File: config.mk
export PLATFORM = sky130hd
export DESIGN_NAME = json_string_unescape
export DESIGN_NICKNAME = d
export VERILOG_FILES = /design/src/rtl/jsu_pkg.sv /design/src/rtl/jsu_front.sv /design/src/rtl/jsu_queue.sv /design/src/rtl/jsu_back.sv /design/src/rtl/json_string_unescape.sv
export VERILOG_INCLUDE_DIRS = /design/src /design/src/rtl
export SDC_FILE = /design/constraint.sdc
export NUM_CORES = 1
export LEC_CHECK = 0
export BUFFER_PORTS_ARGS = -buffer_cell sky130_fd_sc_hd__buf_2
export CAP_MARGIN = 40
export CORE_MARGIN = 4
export CORE_UTILIZATION = 45
export DETAILED_ROUTE_END_ITERATION = 12
export PLACE_DENSITY_LB_ADDON = 0.15
export SYNTH_ARGS = -nofsm -noshare
export SYNTH_HDL_FRONTEND = slang
export SYNTH_SLANG_ARGS = --single-unit
export TNS_END_PERCENT = 10
File: constraint.sdc
create_clock -name aclk -period 5 [get_ports aclk]
set_input_delay 0.5 -clock aclk [delete_from_list [all_inputs] [get_ports aclk]]
set_output_delay 0.5 -clock aclk [all_outputs]
set_load 0.03 [all_outputs]
File: src/rtl/assert_macros.svh
// assertion helpers used by json_string_unescape
`ifndef ASSERT_MACROS_SVH
`define ASSERT_MACROS_SVH

`ifndef SYNTH

`define ASSERT_SAME(label, clk, rstn, ante, cons, msg) \
    label: assert property (@(posedge clk) disable iff (!rstn) (ante) |-> (cons)) \
        else $error(msg);

`define ASSERT_NEXT(label, clk, rstn, ante, cons, msg) \
    label: assert property (@(posedge clk) disable iff (!rstn) (ante) |=> (cons)) \
        else $error(msg);

`else

`define ASSERT_SAME(label, clk, rstn, ante, cons, msg)

`define ASSERT_NEXT(label, clk, rstn, ante, cons, msg)

`endif

`endif

File: src/rtl/jsu_pkg.sv
`default_nettype none

package jsu_pkg;

    localparam int QDEPTH = 4;
    localparam int QPTR_W = $clog2(QDEPTH);
    localparam int QCNT_W = $clog2(QDEPTH + 1);

    localparam logic [3:0] ST_OK           = 4'd0;
    localparam logic [3:0] ST_EXP_STRING   = 4'd1;
    localparam logic [3:0] ST_CTRL_CHAR    = 4'd2;
    localparam logic [3:0] ST_BAD_UTF8     = 4'd3;
    localparam logic [3:0] ST_INC_ESCAPE   = 4'd4;
    localparam logic [3:0] ST_BAD_ESCAPE   = 4'd5;
    localparam logic [3:0] ST_INC_UNICODE  = 4'd6;
    localparam logic [3:0] ST_BAD_HEX      = 4'd7;
    localparam logic [3:0] ST_MISSING_LOW  = 4'd8;
    localparam logic [3:0] ST_BAD_LOW      = 4'd9;
    localparam logic [3:0] ST_STRAY_LOW    = 4'd10;
    localparam logic [3:0] ST_NUL          = 4'd11;
    localparam logic [3:0] ST_UNTERMINATED = 4'd12;

    typedef struct packed {
        logic [7:0] in_byte;
        logic       input_end;
    } in_t;

    typedef struct packed {
        logic [7:0] out_byte;
        logic       byte_valid;
        logic       last;
        logic [3:0] status;
    } out_t;

    // one queued action: a code point to encode, or the closing status
    typedef struct packed {
        logic        is_final;
        logic [3:0]  status;
        logic [20:0] cp;
    } cmd_t;

endpackage

`default_nettype wire

File: src/rtl/jsu_front.sv
`default_nettype none

module jsu_front (
    input  wire logic         aclk,
    input  wire logic         aresetn,
    input  wire logic         s_valid,
    output logic              s_ready,
    input  wire jsu_pkg::in_t s_data,
    input  wire logic         q_full,
    output logic              q_push,
    output jsu_pkg::cmd_t     q_cmd
);
    import jsu_pkg::*;

    localparam logic [2:0] PH_IDLE  = 3'd0;
    localparam logic [2:0] PH_STR   = 3'd1;
    localparam logic [2:0] PH_UTF8  = 3'd2;
    localparam logic [2:0] PH_ESC   = 3'd3;
    localparam logic [2:0] PH_HEXHI = 3'd4;
    localparam logic [2:0] PH_EXPB  = 3'd5;
    localparam logic [2:0] PH_EXPU  = 3'd6;
    localparam logic [2:0] PH_HEXLO = 3'd7;

    logic [2:0]  phase_reg, phase_next;
    logic [7:0]  lead_reg, lead_next;
    logic        first_reg, first_next;
    logic [1:0]  need_reg, need_next;
    logic [20:0] partial_reg, partial_next;
    logic [15:0] acc_reg, acc_next;
    logic [2:0]  hcnt_reg, hcnt_next;
    logic        perr_reg, perr_next;
    logic [9:0]  hs_reg, hs_next;

    logic        accept;
    logic [7:0]  b;
    logic        fin;
    logic [3:0]  fin_status;
    logic        emit;
    logic [20:0] emit_cp;
    logic [4:0]  dig;
    logic [20:0] utf_cp;
    logic [15:0] hv;

    function automatic logic second_ok(input logic [7:0] lead, input logic [7:0] c);
        logic ok;
        if (lead == 8'hE0) begin
            ok = (c >= 8'hA0) && (c <= 8'hBF);
        end else if (lead == 8'hED) begin
            ok = (c >= 8'h80) && (c <= 8'h9F);
        end else if (lead == 8'hF0) begin
            ok = (c >= 8'h90) && (c <= 8'hBF);
        end else if (lead == 8'hF4) begin
            ok = (c >= 8'h80) && (c <= 8'h8F);
        end else begin
            ok = (c >= 8'h80) && (c <= 8'hBF);
        end
        return ok;
    endfunction

    // bit 4 set means not a hex digit
    function automatic logic [4:0] hex_value(input logic [7:0] c);
        logic [4:0] r;
        if (c >= 8'h30 && c <= 8'h39) begin
            r = 5'(c - 8'h30);
        end else if (c >= 8'h61 && c <= 8'h66) begin
            r = 5'(c - 8'h57);
        end else if (c >= 8'h41 && c <= 8'h46) begin
            r = 5'(c - 8'h37);
        end else begin
            r = 5'd16;
        end
        return r;
    endfunction

    assign s_ready = !q_full;
    assign accept  = s_valid && s_ready;
    assign b       = s_data.in_byte;
    assign dig     = hex_value(b);
    assign utf_cp  = {partial_reg[14:0], b[5:0]};

    always_comb begin
        phase_next   = phase_reg;
        lead_next    = lead_reg;
        first_next   = first_reg;
        need_next    = need_reg;
        partial_next = partial_reg;
        acc_next     = acc_reg;
        hcnt_next    = hcnt_reg;
        perr_next    = perr_reg;
        hs_next      = hs_reg;
        fin          = 1'b0;
        fin_status   = ST_OK;
        emit         = 1'b0;
        emit_cp      = '0;
        hv           = '0;

        if (accept) begin
            unique case (phase_reg)
                PH_STR: begin
                    if (s_data.input_end) begin
                        fin = 1'b1; fin_status = ST_UNTERMINATED;
                    end else if (b == 8'h22) begin
                        fin = 1'b1; fin_status = ST_OK;
                    end else if (b < 8'h20) begin
                        fin = 1'b1; fin_status = ST_CTRL_CHAR;
                    end else if (b[7]) begin
                        lead_next  = b;
                        first_next = 1'b1;
                        phase_next = PH_UTF8;
                        if (b >= 8'hC2 && b <= 8'hDF) begin
                            partial_next = {16'd0, b[4:0]};
                            need_next    = 2'd1;
                        end else if (b >= 8'hE0 && b <= 8'hEF) begin
                            partial_next = {17'd0, b[3:0]};
                            need_next    = 2'd2;
                        end else if (b >= 8'hF0 && b <= 8'hF4) begin
                            partial_next = {18'd0, b[2:0]};
                            need_next    = 2'd3;
                        end else begin
                            fin = 1'b1; fin_status = ST_BAD_UTF8;
                        end
                    end else if (b == 8'h5C) begin
                        phase_next = PH_ESC;
                    end else begin
                        emit    = 1'b1;
                        emit_cp = {13'd0, b};
                    end
                end
                PH_UTF8: begin
                    if (s_data.input_end || b[7:6] != 2'b10) begin
                        fin = 1'b1; fin_status = ST_BAD_UTF8;
                    end else if (first_reg && !second_ok(lead_reg, b)) begin
                        fin = 1'b1; fin_status = ST_BAD_UTF8;
                    end else begin
                        first_next   = 1'b0;
                        partial_next = utf_cp;
                        need_next    = need_reg - 2'd1;
                        if (need_reg == 2'd1) begin
                            emit       = 1'b1;
                            emit_cp    = utf_cp;
                            phase_next = PH_STR;
                        end
                    end
                end
                PH_ESC: begin
                    phase_next = PH_STR;
                    if (s_data.input_end) begin
                        fin = 1'b1; fin_status = ST_INC_ESCAPE;
                    end else begin
                        unique case (b)
                            8'h22, 8'h5C, 8'h2F: begin emit = 1'b1; emit_cp = {13'd0, b}; end
                            8'h62: begin emit = 1'b1; emit_cp = 21'h08; end
                            8'h66: begin emit = 1'b1; emit_cp = 21'h0C; end
                            8'h6E: begin emit = 1'b1; emit_cp = 21'h0A; end
                            8'h72: begin emit = 1'b1; emit_cp = 21'h0D; end
                            8'h74: begin emit = 1'b1; emit_cp = 21'h09; end
                            8'h75: begin
                                phase_next = PH_HEXHI;
                                acc_next   = '0;
                                hcnt_next  = '0;
                                perr_next  = 1'b0;
                            end
                            default: begin
                                fin = 1'b1; fin_status = ST_BAD_ESCAPE;
                            end
                        endcase
                    end
                end
                PH_HEXHI, PH_HEXLO: begin
                    if (s_data.input_end) begin
                        fin = 1'b1; fin_status = ST_INC_UNICODE;
                    end else begin
                        if (dig[4]) begin
                            perr_next = 1'b1;
                        end else begin
                            acc_next = {acc_reg[11:0], dig[3:0]};
                        end
                        hcnt_next = hcnt_reg + 3'd1;
                        hv        = acc_next;
                        if (hcnt_reg == 3'd3) begin
                            if (perr_next) begin
                                fin = 1'b1; fin_status = ST_BAD_HEX;
                            end else if (phase_reg == PH_HEXHI) begin
                                if (hv[15:10] == 6'b110110) begin
                                    hs_next    = hv[9:0];
                                    phase_next = PH_EXPB;
                                end else if (hv[15:10] == 6'b110111) begin
                                    fin = 1'b1; fin_status = ST_STRAY_LOW;
                                end else if (hv == 16'd0) begin
                                    fin = 1'b1; fin_status = ST_NUL;
                                end else begin
                                    emit       = 1'b1;
                                    emit_cp    = {5'd0, hv};
                                    phase_next = PH_STR;
                                end
                            end else begin
                                if (hv[15:10] != 6'b110111) begin
                                    fin = 1'b1; fin_status = ST_BAD_LOW;
                                end else begin
                                    emit       = 1'b1;
                                    emit_cp    = 21'h10000 + {1'b0, hs_reg, hv[9:0]};
                                    phase_next = PH_STR;
                                end
                            end
                        end
                    end
                end
                PH_EXPB: begin
                    if (s_data.input_end || b != 8'h5C) begin
                        fin = 1'b1; fin_status = ST_MISSING_LOW;
                    end else begin
                        phase_next = PH_EXPU;
                    end
                end
                PH_EXPU: begin
                    if (s_data.input_end || b != 8'h75) begin
                        fin = 1'b1; fin_status = ST_MISSING_LOW;
                    end else begin
                        phase_next = PH_HEXLO;
                        acc_next   = '0;
                        hcnt_next  = '0;
                        perr_next  = 1'b0;
                    end
                end
                PH_IDLE: begin
                    if (s_data.input_end) begin
                        fin = 1'b1; fin_status = ST_EXP_STRING;
                    end else if (b == 8'h20 || b == 8'h09 || b == 8'h0A || b == 8'h0D) begin
                        phase_next = PH_IDLE;
                    end else if (b == 8'h22) begin
                        phase_next = PH_STR;
                    end else begin
                        fin = 1'b1; fin_status = ST_EXP_STRING;
                    end
                end
                default: phase_next = PH_IDLE;
            endcase
            // other working registers are reloaded before their next use
            if (fin) begin
                phase_next = PH_IDLE;
            end
        end
    end

    always_comb begin
        q_push       = fin || emit;
        q_cmd        = '0;
        q_cmd.is_final = fin;
        q_cmd.status = fin_status;
        q_cmd.cp     = fin ? 21'd0 : emit_cp;
    end

    always_ff @(posedge aclk) begin
        if (!aresetn) begin
            phase_reg <= PH_IDLE;
        end else begin
            phase_reg <= phase_next;
        end
        lead_reg    <= lead_next;
        first_reg   <= first_next;
        need_reg    <= need_next;
        partial_reg <= partial_next;
        acc_reg     <= acc_next;
        hcnt_reg    <= hcnt_next;
        perr_reg    <= perr_next;
        hs_reg      <= hs_next;
    end

endmodule

`default_nettype wire

File: src/rtl/jsu_queue.sv
`default_nettype none

module jsu_queue (
    input  wire logic          aclk,
    input  wire logic          aresetn,
    input  wire logic          push,
    input  wire jsu_pkg::cmd_t push_cmd,
    output logic               full,
    input  wire logic          pop,
    output logic               empty,
    output jsu_pkg::cmd_t      head
);
    import jsu_pkg::*;

    cmd_t              slot_reg [QDEPTH];
    logic [QPTR_W-1:0] wr_reg, rd_reg;
    logic [QCNT_W-1:0] cnt_reg;
    logic              do_push, do_pop;

    assign full    = (cnt_reg == QCNT_W'(QDEPTH));
    assign empty   = (cnt_reg == '0);
    assign head    = slot_reg[rd_reg];
    assign do_push = push && !full;
    assign do_pop  = pop && !empty;

    always_ff @(posedge aclk) begin
        if (!aresetn) begin
            wr_reg  <= '0;
            rd_reg  <= '0;
            cnt_reg <= '0;
        end else begin
            if (do_push) begin
                wr_reg <= wr_reg + QPTR_W'(1);
            end
            if (do_pop) begin
                rd_reg <= rd_reg + QPTR_W'(1);
            end
            if (do_push && !do_pop) begin
                cnt_reg <= cnt_reg + QCNT_W'(1);
            end else if (do_pop && !do_push) begin
                cnt_reg <= cnt_reg - QCNT_W'(1);
            end
        end
        if (do_push) begin
            slot_reg[wr_reg] <= push_cmd;
        end
    end

endmodule

`default_nettype wire

File: src/rtl/jsu_back.sv
`default_nettype none

module jsu_back (
    input  wire logic          aclk,
    input  wire logic          aresetn,
    input  wire logic          q_empty,
    input  wire jsu_pkg::cmd_t q_head,
    output logic               q_pop,
    output logic               m_valid,
    input  wire logic          m_ready,
    output jsu_pkg::out_t      m_data
);
    import jsu_pkg::*;

    logic [1:0] idx_reg, idx_next;
    logic       m_valid_reg, m_valid_next;
    out_t       m_data_reg, m_data_next;
    logic       load;
    logic [1:0] last_idx;
    logic [7:0] enc_byte;
    logic [20:0] cp;

    assign cp = q_head.cp;

    // last byte index of the utf-8 form
    always_comb begin
        if (q_head.is_final || cp <= 21'h7F) begin
            last_idx = 2'd0;
        end else if (cp <= 21'h7FF) begin
            last_idx = 2'd1;
        end else if (cp <= 21'hFFFF) begin
            last_idx = 2'd2;
        end else begin
            last_idx = 2'd3;
        end
    end

    always_comb begin
        enc_byte = 8'h00;
        unique case (last_idx)
            2'd0: enc_byte = cp[7:0];
            2'd1: begin
                unique case (idx_reg)
                    2'd0:    enc_byte = {3'b110, cp[10:6]};
                    default: enc_byte = {2'b10, cp[5:0]};
                endcase
            end
            2'd2: begin
                unique case (idx_reg)
                    2'd0:    enc_byte = {4'b1110, cp[15:12]};
                    2'd1:    enc_byte = {2'b10, cp[11:6]};
                    default: enc_byte = {2'b10, cp[5:0]};
                endcase
            end
            2'd3: begin
                unique case (idx_reg)
                    2'd0: enc_byte = {5'b11110, cp[20:18]};
                    2'd1: enc_byte = {2'b10, cp[17:12]};
                    2'd2: enc_byte = {2'b10, cp[11:6]};
                    2'd3: enc_byte = {2'b10, cp[5:0]};
                endcase
            end
        endcase
    end

    assign load  = !q_empty && (!m_valid_reg || m_ready);
    assign q_pop = load && (idx_reg == last_idx);

    always_comb begin
        idx_next     = idx_reg;
        m_valid_next = m_valid_reg;
        m_data_next  = m_data_reg;
        if (m_valid_reg && m_ready) begin
            m_valid_next = 1'b0;
        end
        if (load) begin
            m_valid_next = 1'b1;
            idx_next     = q_pop ? 2'd0 : idx_reg + 2'd1;
            if (q_head.is_final) begin
                m_data_next.out_byte   = 8'h00;
                m_data_next.byte_valid = 1'b0;
                m_data_next.last       = 1'b1;
                m_data_next.status     = q_head.status;
            end else begin
                m_data_next.out_byte   = enc_byte;
                m_data_next.byte_valid = 1'b1;
                m_data_next.last       = 1'b0;
                m_data_next.status     = ST_OK;
            end
        end
    end

    always_ff @(posedge aclk) begin
        if (!aresetn) begin
            idx_reg     <= '0;
            m_valid_reg <= 1'b0;
        end else begin
            idx_reg     <= idx_next;
            m_valid_reg <= m_valid_next;
        end
        m_data_reg <= m_data_next;
    end

    assign m_valid = m_valid_reg;
    assign m_data  = m_data_reg;

endmodule

`default_nettype wire

File: src/rtl/json_string_unescape.sv
// path: a result passes from the input beat through the action queue and the output
//   register to m_, later while the queue still holds earlier work
// throughput: one input byte per cycle while the 4-entry action queue has room;
//   the encoder sends one output beat per cycle while m_ready is high, so a code point
//   of n utf-8 bytes holds the back end for n beats and the queue absorbs the burst
// reset: aresetn synchronous active low; clears parser phase, queue and output valid
`default_nettype none

module json_string_unescape (
    input  wire logic         aclk,
    input  wire logic         aresetn,
    input  wire logic         s_valid,
    output logic              s_ready,
    input  wire jsu_pkg::in_t s_data,
    output logic              m_valid,
    input  wire logic         m_ready,
    output jsu_pkg::out_t     m_data
);
    import jsu_pkg::*;

    logic q_push, q_full, q_pop, q_empty;
    cmd_t q_cmd, q_head;

    jsu_front u_front (
        .aclk    (aclk),
        .aresetn (aresetn),
        .s_valid (s_valid),
        .s_ready (s_ready),
        .s_data  (s_data),
        .q_full  (q_full),
        .q_push  (q_push),
        .q_cmd   (q_cmd)
    );

    jsu_queue u_queue (
        .aclk     (aclk),
        .aresetn  (aresetn),
        .push     (q_push),
        .push_cmd (q_cmd),
        .full     (q_full),
        .pop      (q_pop),
        .empty    (q_empty),
        .head     (q_head)
    );

    jsu_back u_back (
        .aclk    (aclk),
        .aresetn (aresetn),
        .q_empty (q_empty),
        .q_head  (q_head),
        .q_pop   (q_pop),
        .m_valid (m_valid),
        .m_ready (m_ready),
        .m_data  (m_data)
    );

`include "assert_macros.svh"

    `ASSERT_SAME(a_final_form, aclk, aresetn, m_valid && m_data.last,
        !m_data.byte_valid && m_data.out_byte == 8'h00, "final beat carries a data byte")
    `ASSERT_SAME(a_data_form, aclk, aresetn, m_valid && !m_data.last,
        m_data.byte_valid && m_data.status == ST_OK, "data beat carries a status")
    `ASSERT_NEXT(a_no_invent, aclk, aresetn, q_empty && !q_push && !m_valid,
        !m_valid, "output beat without queued work")

endmodule

`default_nettype wire
==> flow_metrics.py <==
metrics = {
    "detailed_routing": {
        "vias": 6571,
        "detail-route-antenna-nets": 0,
        "first_iter_violations": 574,
        "drc": 0,
        "first_pass_iters": 7,
        "vias_per_cell": 5.99,
        "wl_um": 24000,
        "drt-wirelength-per-cell_um": 21.9,
    },
    "global_routing": {
        "grt_usage_pct": 20.6,
        "antenna_found_initial": 0,
        "grt_first_pass_wirelength_um": 37700,
        "gr-total-overflow": 0,
        "grt_max_degree": 27,
        "first_global_vias": 6659,
    },
    "sta": {
        "fmax_mhz": 229,
        "slew_headroom_pct": 51.0,
        "rsz0062_at_grt": "false",
        "finalCritPeriodShare_pct": 87.2,
        "fin_crit_ns": 4.36,
        "tightest_slew_ns": 0.732,
        "finalHoldViolations": 0,
        "maxSlewViolCount": 0,
        "fin_skew_ns": 0.0128,
        "setup_viol": 0,
        "fin_tns_setup_ns": 0,
    },
    "run": {
        "max-cap-violations": 0,
    },
    "cts": {
        "clk_path_buf_depth": 2,
        "cts.sinks": 188,
        "cts_buffers": 17,
        "h-tree-depth": 4,
        "cts_tree": "built",
        "clock_latency_ns": 0.43,
        "clock-root-buffer": "clkbuf_16",
        "post_cts_resized": 0,
        "cts-hold-fix-buffers": 0,
        "cts_setup_buffers": 0,
        "clk_pin_slew_worst_paths_ns": 0.07,
    },
    "critical_path": {
        "start_kind": "input port",
        "critical_path_class": "input port to flip-flop",
        "max_stage_delay_ns": 0.44,
        "crit_fanout": 13,
        "r2r_setup_slack_ns": 0.82,
        "path_buf_inv": 3,
        "slowest_stage": "mux2i_1",
        "crit_family": "compound AO/OA/AOI/OAI gates",
        "path_cells": "buf_2 > inv_1 > ha_1 > nor3b_2 > a211o_4 > nand2_4 > mux2i_1 > nand4b_1 > a211oi_1 > o41a_1 > ha_1 > inv_1 > fa_1 > xor2_1 > or3_1 > a21boi_0",
        "required_ns": 5.36,
        "worstPathArrival_ns": 4.72,
        "crit_path_end_kind": "flip-flop",
    },
    "logic_synthesis": {
        "synth_cells": 779,
        "synth-compound-area-share_pct": 13.2,
        "synth_edf_count": 173,
        "synthArstFlopShare_pct": 0,
        "synthTopCellsByArea": "edfxtp_1 (54%), mux4_2 (6.1%), dfxtp_1 (3.1%)",
        "synth_top_area_share_pct": 54.3,
        "synthSimpleGateAreaFrac_pct": 14.4,
        "yosysWarningCount": 0,
        "synth-seq-cells": 188,
        "synth_xor_xnor_area_share_pct": 0.550,
        "synthTopCellsByCount": "edfxtp_1 (173), nor2_1 (74), nand2_1 (70)",
        "synth_top_family_by_area": "simple AND/OR/NAND/NOR gates",
        "syn_avg_cell_area_um2": 12.3,
        "synth_most_common_cell": "edfxtp_1",
        "ys_seq_area_share_pct": 57.5,
        "synth_nets": 815,
        "yosysUniqueCellTypes": 81,
        "synth_mux_area_share_pct": 7.70,
        "synth.cell_area_um2": 9560,
        "synth_ff_type": "edfxtp_1",
        "synth_largest_area_cell": "edfxtp_1",
        "synth_adder_area_share_pct": 3.09,
    },
    "finish": {
        "layout-drive-gt1-share_pct": 15.5,
        "utilization_pct": 50.8,
        "fin_nets": 845,
        "diodes": 0,
        "largest_register_ffs": 104,
        "syn_to_final_growth_pct": 11.3,
        "num-fill-cells": 1883,
    },
    "status": {
        "status": "finished, final reports clean",
    },
    "min_path": {
        "min-delay-path-class": "input port to flip-flop",
    },
    "power": {
        "ir_drop_uv": 225,
        "p_leak_uw": 0.00366,
        "powerDensity_nw_per_um2": 408,
    },
    "floorplanning": {
        "dieArea_um2": 23600,
        "fp.coreArea_um2": 21000,
        "die-width_um": 154,
        "die_h_um": 154,
        "rows": 53,
        "start_util_pct": 45.6,
        "io_pins": 29,
    },
    "placed_design": {
        "io_buffers": 28,
        "gp_congestion": 0.916,
        "hpwl_um": 17500,
    },
}
path summary, 6_finish.rpt:
kind | startpoint | end | cells past startpoint
setup / recovery | s_data[1] | u_queue.cnt_reg[2] | 16
hold reg to reg | u_back.m_valid | u_back.m_valid | 2
hold / removal | m_ready | u_back.m_valid | 4
setup reg to reg | flip-flop | u_queue.cnt_reg[2] | 14
placed cells by master (no fill, tap or decap), drive strengths merged, types with 4 or more instances in the layout:
cell / instances
a21o: 7
nand2b: 9
nand3: 10
or4: 6
inv: 40
nand4: 6
a22oi: 13
o21ai: 22
nor2: 74
and3: 4
o211ai: 9
or3: 8
o221ai: 4
o22ai: 4
a221oi: 4
and2: 34
nor2b: 9
dfxtp: 15
a21boi: 5
nand2: 71
clkbuf: 17
buf: 53
o31ai: 5
clkinv: 11
o32ai: 5
nor3b: 4
nor4: 4
mux2i: 15
mux4: 26
a31oi: 11
ha: 22
a211oi: 12
a222oi: 5
edfxtp: 173
a21oi: 41
nor3: 14
area by class of cell:
type,count,area (um2),share of cell area (%)
sequential,188,5500,51.6
multi-input combinational,513,3720,35.0
clock buffer,17,425,4.00
tap,275,344,3.23
timing repair buffer,53,325,3.06
clock inverter,15,196,1.85
inverter,36,135,1.27
metal layers:
layer | GRT usage (%) | part of all wire [%] | up-vias
met5 | 0 | 0 | -
met1 | 25.4 | 41 | 3288
met2 | 35.6 | 51 | 198
met4 | 8.75 | 3.9 | 0
li1 | - | - | 3032
met3 | 3.60 | 4.0 | 53
report_power, final:
| group | switching, uW | internal, uW |
|---|---|---|
| registers | 66.3 | 1920 |
| clock network | 677 | 685 |
| logic | 636 | 359 |
| total | 1380 | 2960 |
worst reg2reg max path, cell delays in order, from the launching register on:
cell and delay [ns]:
dfxtp_2 0.50, buf_4 0.33, mux4_2 0.60, nor3_1 0.35
and2_1 0.27, nand2_1 0.16, o211ai_1 0.29, a31oi_2 0.20
inv_1 0.12, ha_1 0.18, inv_1 0.07, fa_1 0.42
xor2_1 0.18, or3_1 0.31, a21boi_0 0.15
through the flow:
stage	total power [uW]	setup WS [ns]	cells	hold slack [ns]	instance area [um2]
after floorplan	2740	0.979	779	0.468	9560
after global placement	3000	0.411	1064	0.460	10000
after detailed placement	3020	0.208	1065	0.474	10000
after CTS	4380	0.651	1097	0.337	10600
after global routing	4560	0.322	1097	0.357	10600
final	4340	0.639	1097	0.350	10600
cell families (layout without fill, tap and decap cells):
logic type               Yosys count  after routing
AO/OA/AOI/OAI                    173            173
buffers and inverters             78            121
AND/OR/NAND/NOR                  270            270
flip-flops                       188            188
adder cells (fa/ha/maj)           23             23
XOR/XNOR                           6              6
multiplexers                      41             41
No activity file was read; power rests on OpenSTA's default activity.
